--- src/hdl/vsls_pkg.sv ---
`timescale 1ns / 1ps
// ----------------------------------------------------------------------------
// Viscoelastic SLS package
// Shared constants, types and fixed-point helpers for the stress update.
// ----------------------------------------------------------------------------
package vsls_pkg;

  localparam int DefPointCount = 1024;
  localparam int DefValueWidth = 32;
  localparam int PointIdxW     = 10;
  localparam int ComponentCount = 6;

  // Configuration register indexes.
  localparam logic [2:0] REG_MU    = 3'd0;
  localparam logic [2:0] REG_K     = 3'd1;
  localparam logic [2:0] REG_GI    = 3'd2;
  localparam logic [2:0] REG_GV    = 3'd3;
  localparam logic [2:0] REG_DF    = 3'd4;
  localparam logic [2:0] REG_DH    = 3'd5;
  localparam logic [2:0] REG_ALPHA = 3'd6;
  localparam logic [2:0] REG_SOR   = 3'd7;

  localparam logic OP_COMPUTE = 1'b0;
  localparam logic OP_STEADY  = 1'b1;

  typedef struct packed {
    logic [30:0] mu;
    logic [30:0] k;
    logic [16:0] gi;
    logic [16:0] gv;
    logic [16:0] df;
    logic [16:0] dh;
    logic [30:0] alpha;
    logic [30:0] sor;
  } cfg_t;

  // One classified request handed from the front part to the back part.
  typedef struct packed {
    logic                 steady;
    logic [PointIdxW-1:0] point;
    logic signed [31:0]   theta;
    logic signed [31:0]   e0, e1, e2, e3, e4, e5;
  } req_t;

  // Saturate a 64-bit signed value to the given signed width (w <= 32).
  function automatic logic signed [31:0] sat_w(input logic signed [63:0] x, input int w);
    logic signed [63:0] m;
    m = (64'sd1 <<< (w - 1)) - 64'sd1;
    if (x > m) sat_w = 32'(m);
    else if (x < -m - 64'sd1) sat_w = 32'(-m - 64'sd1);
    else sat_w = 32'(x);
  endfunction

  // Rescale by 2^sh, round to nearest with ties toward +infinity.
  function automatic logic signed [63:0] rnd(input logic signed [63:0] x, input int sh);
    rnd = (x + (64'sd1 <<< (sh - 1))) >>> sh;
  endfunction

endpackage

--- src/hdl/vsls_front.sv ---
`timescale 1ns / 1ps
// ----------------------------------------------------------------------------
// Viscoelastic SLS front stage
// Accepts requests, drops out-of-range points and forms the trace and the
// deviatoric strain into a short queue.
// ----------------------------------------------------------------------------
module vsls_front import vsls_pkg::*; #(
  parameter int POINT_COUNT = DefPointCount,
  parameter int VW          = DefValueWidth
) (
  input  logic                  clk,
  input  logic                  rst,
  input  logic                  in_valid,
  output logic                  in_ready,
  input  logic                  opcode,
  input  logic [PointIdxW-1:0]  point_index,
  input  logic signed [31:0]    grad_xx, grad_xy, grad_xz,
  input  logic signed [31:0]    grad_yx, grad_yy, grad_yz,
  input  logic signed [31:0]    grad_zx, grad_zy, grad_zz,
  output logic                  q_valid,
  input  logic                  q_ready,
  output req_t                  q_data
);

  localparam int QDepth = 4;
  // Rounded-up 2^33 / 3; exact floor of a third for any 32-bit magnitude.
  localparam logic [31:0] RecipThird = 32'hAAAA_AAAB;

  req_t               fifo [QDepth];
  logic [1:0]         wr_ptr, rd_ptr;
  logic [2:0]         count;
  req_t               req_next;
  logic signed [63:0] tr_sum, t3, tmp;
  logic [31:0]        mag;
  logic [63:0]        prod;
  logic               push, pop, in_range, neg;

  assign in_ready = (count != 3'(QDepth));
  assign in_range = ({22'd0, point_index} < 32'(POINT_COUNT));
  assign push     = in_valid && in_ready && in_range;
  assign pop      = q_valid && q_ready;
  assign q_valid  = (count != 3'd0);
  assign q_data   = fifo[rd_ptr];

  // Trace, its third, and the symmetric deviatoric strain.
  always_comb begin
    req_next.steady = (opcode == OP_STEADY);
    req_next.point  = point_index;
    tr_sum = 64'(grad_xx) + 64'(grad_yy) + 64'(grad_zz);
    req_next.theta = sat_w(tr_sum, VW);
    // Floor of (theta + 1) / 3: a negative value uses the magnitude plus two.
    tmp  = 64'(req_next.theta) + 64'sd1;
    neg  = tmp[63];
    mag  = neg ? 32'(64'sd2 - tmp) : 32'(tmp);
    prod = 64'(mag) * 64'(RecipThird);
    t3   = 64'(prod[63:33]);
    if (neg) t3 = -t3;
    req_next.e0 = sat_w(64'(grad_xx) - t3, VW);
    req_next.e1 = sat_w(64'(grad_yy) - t3, VW);
    req_next.e2 = sat_w(64'(grad_zz) - t3, VW);
    req_next.e3 = sat_w(rnd(64'(grad_xy) + 64'(grad_yx), 1), VW);
    req_next.e4 = sat_w(rnd(64'(grad_yz) + 64'(grad_zy), 1), VW);
    req_next.e5 = sat_w(rnd(64'(grad_xz) + 64'(grad_zx), 1), VW);
  end

  always_ff @(posedge clk) begin
    if (push) fifo[wr_ptr] <= req_next;
  end

  // Queue pointers.
  always_ff @(posedge clk) begin
    if (rst) begin
      wr_ptr <= '0;
      rd_ptr <= '0;
      count  <= '0;
    end else begin
      if (push) wr_ptr <= wr_ptr + 2'd1;
      if (pop)  rd_ptr <= rd_ptr + 2'd1;
      count <= count + 3'(push) - 3'(pop);
    end
  end

endmodule

--- config.mk ---
export PLATFORM = sky130hd
export DESIGN_NAME = vsls_front
export DESIGN_NICKNAME = d
export VERILOG_FILES = /design/src/hdl/vsls_pkg.sv /design/src/hdl/vsls_front.sv
export SDC_FILE = /design/constraint.sdc
export NUM_CORES = 2
export LEC_CHECK = 0
export CAP_MARGIN = 20
export CORE_AREA = 3 3 432 349
export DETAILED_ROUTE_END_ITERATION = 10
export DIE_AREA = 0 0 435 352
export DONT_BUFFER_PORTS = 1
export PLACE_DENSITY = 0.66
export SKIP_CTS_REPAIR_TIMING = 1
export SYNTH_ARGS = -nofsm -noshare
export SYNTH_HDL_FRONTEND = slang
export SYNTH_SLANG_ARGS = --single-unit
--- constraint.sdc ---
create_clock -name clk -period 57 [get_ports clk]
set_input_delay 0 -clock clk [delete_from_list [all_inputs] [get_ports clk]]
set_output_delay 0 -clock clk [all_outputs]
set_load 0.005 [all_outputs]
==> results.md <==
- Reg-to-reg startpoint: count[1]$_SDFF_PP0_
- First drt pass iteration count: 6
- Hold slack: -48.7 ps
- Vias per cell: between 6 and 7
- Worst Max-Slew Pin Slew: 1230 ps
- Mean Syn Cell Area: about 11 sq um
- Post-layout nets: 8,083
- Final Core Density: a little under three fifths
- Commonest cells in the synthesized netlist: 940 x edfxtp_1, 758 x inv_1, 622 x ha_1, 421 x fa_1, 368 x nand2_1
- Setup Skew: approximately 56 ps
- Starting density of the core: 50.8%
- Max Root-Sink Buffers: 3
- Syn Inst Count: between 6,000 and 7,000
- Final setup viols: 0
- CTS buffer count: 92
- Hold depth: 3
- Violated checks: negative hold slack
- CORE AREA: 147,000 sq um
- Placed Area: approximately 77,000 sq um
- Yosys top cell by area: edfxtp_1
- Die H: between 300 and 400 um
- CTS tree: done
- Clock transition at the registers of the reported paths: ~60 ps
- Row count: 126
- Num ports: 540
- RePlAce Congestion: ~1.0
- Post-synthesis cell area: between 70,000 and 80,000 sq um
- Routed WL: about 240,000 um
- GRT Overall Usage: 29.8%
- First-pass GRT wire length: between 300,000 and 400,000 um
- GRT overflow: 0
- H-tree Lvls: 3
- Initial antenna violation count: 10
- Hpwl dp: 184,000 um
- Worst Hold End: fifo[2][63]$_DFFE_PP_
- Status: finished with violations
- Layout area overhead: 10.3%
- Distinct cells, synth: around 100
- CP most frequent cell: inv_1
- R2R Setup Slk: 53,380 ps
- YS warnings: 0
- WP data required: between 50,000 and 60,000 ps
- Rel. slew slack: between 15 and 20%
- CP endpoint kind: flop
- Max Freq: about 43 MHz
- Max-slew violations: 0
- CTS root buffer: clkbuf_16
- Drt initial violations: ~5,100
- Clk sinks: roughly 950
- # port buffers: 0
- Fin area: between 80,000 and 90,000 sq um
- Largest net degree at the start of global routing: between 100 and 150
- Post-synth EDFFs: 940
- Mapped Nets: 7,891
- Post-route DRC: 0
- Seq/Total Area, Yosys: 38.1%
- Vias in the first global route: 51,921
- Unrepaired setup endpoints after global routing: no
- Final ANT Viol Nets: 0
- Multi-input logic area: between 40,000 and 50,000 sq um
- Area contributors post-synth: edfxtp_1 38%, fa_1 11%, ha_1 10%
- WL per Instance: about 27 um
- Worst R2R End: fifo[0][157]$_DFFE_PP_
- Worst r2r path cells: 5
- Sum of negative setup slack: 0 ps
- Worst Setup Path Type: input pin to flop
- Clk_lat worst skew: around 700 ps
- Register area: about 28,000 sq um
- Crit path max-delay cell type: o31a_2
- Die W: approximately 440 um
- Max cap viols: 0
- Crit start category: input pin
- Number of fill cells: roughly 12,000
- Final Hold Fails: between 40 and 50
- Min Tclk post-route: roughly 23,000 ps
- Yosys reg bits: between 900 and 1,000
- CP arrival: roughly 23,000 ps
- Worst Min Path Start: grad_yz[31]
- Async set-reset flop share out of synthesis: 0%
- Ys flop type: edfxtp_1
- Crit-path max cell delay: between 800 and 900 ps
- Critical path peak fanout: 31
- Area share of the largest cell type after synthesis: roughly 38%
- Via count: roughly 55,000
- Most common cell in the netlist: edfxtp_1
- Die area: between 150,000 and 200,000 sq um
- Fin crit share: between 40% and 50%
- Fraction of layout cells with a size suffix above 1: around 7.6%
- Min-Delay Path Class: input pin to flop
-- per-layer routing --
metal  global-route usage, %  wire [um]  share of wire (%)  up-vias
li1                        -          -                  -    24502
met3                    6.61      21000                8.8      424
met4                    10.6      10500                4.4        0
met1                    41.2      98500                 41    27510
met5                       0          0                  0        -
met2                    46.4     109000                 46     2515
-- placed cells by master (no fill, tap or decap), drive strengths merged, types with 19 or more instances in the layout --
master       Yosys  routed
o211ai          63      63
and3            63      63
fa             421     421
a21boi          54      54
o21bai          43      43
nor2b           55      55
a41oi           19      19
and4            20      20
a211oi          53      53
xor2           130     130
o31ai           43      43
nand2b          70      70
a211o           20      20
nor4            32      32
or3             37      37
o21a            52      52
o41ai           25      25
nand4           69      69
buf             73      66
edfxtp         940     940
nor3           123     123
o21ai          326     326
xnor2          210     210
inv            758     761
maj3            20      20
nand2          368     368
and2            48      48
clkbuf         141     112
dlygate4sd3      0     245
mux4           235     235
clkinv           0      50
ha             622     622
or2             27      27
a21o           190     190
a21oi          348     348
nand3          128     128
nor2           358     358
a31oi           54      54
-- flip-flops by register name (all words and copies together) (netlist names), named ones only --
register,cells
rd_ptr,2
wr_ptr,2
count,3
fifo,940
-- stage by stage --
stage / worst slack [ps] / std cells
final: 33940 / 8809
after global routing: 32870 / 8806
after CTS: 34630 / 8550
after detailed placement: 33900 / 8381
after global placement: 34120 / 8380
after floorplan: 38180 / 6545
-- logic make-up after synthesis --
| logic type | synth area share, % |
|---|---|
| flip-flops | 38.1 |
| AO/OA/AOI/OAI | 13.1 |
| adder cells (fa/ha/maj) | 22.0 |
| buffers and inverters | 4.97 |
| XOR/XNOR | 4.54 |
| multiplexers | 7.44 |
| AND/OR/NAND/NOR | 9.85 |
-- area by class of cell --
cell class | instances | area share (%)
clock inverters | 58 | 0.646
well taps | 1984 | 3.02
flip-flops and latches | 949 | 34.5
multi-input cells | 4624 | 51.7
repair buffers | 312 | 3.71
clock buffers | 111 | 2.89
diodes | 13 | 0.0395
inverters | 758 | 3.46
-- critical path: cells and delay by family --
family,cells,cell delay [ps]
compound gates,28,9330
simple gates,10,2920
buf+inv,14,1710
fa+ha+maj,16,6660
xor+xnor,5,2690
-- worst max path at each step --
stage	cells after the start	start	slack (ps)	to
2_1_floorplan	78	grad_xx[1]	38180	fifo[0][172]$_DFFE_PP_
3_3_place_gp	76	grad_xx[1]	34120	fifo[0][172]$_DFFE_PP_
3_5_place_dp	76	grad_xx[1]	33900	fifo[0][172]$_DFFE_PP_
4_1_cts	76	grad_xx[1]	34630	fifo[3][172]$_DFFE_PP_
5_1_grt	77	grad_xx[1]	32870	fifo[0][172]$_DFFE_PP_
6_report	73	grad_xx[1]	33940	fifo[3][172]$_DFFE_PP_
Power is not shown: default switching activity piles up to over one toggle a cycle in this logic, so the estimate is an artifact.
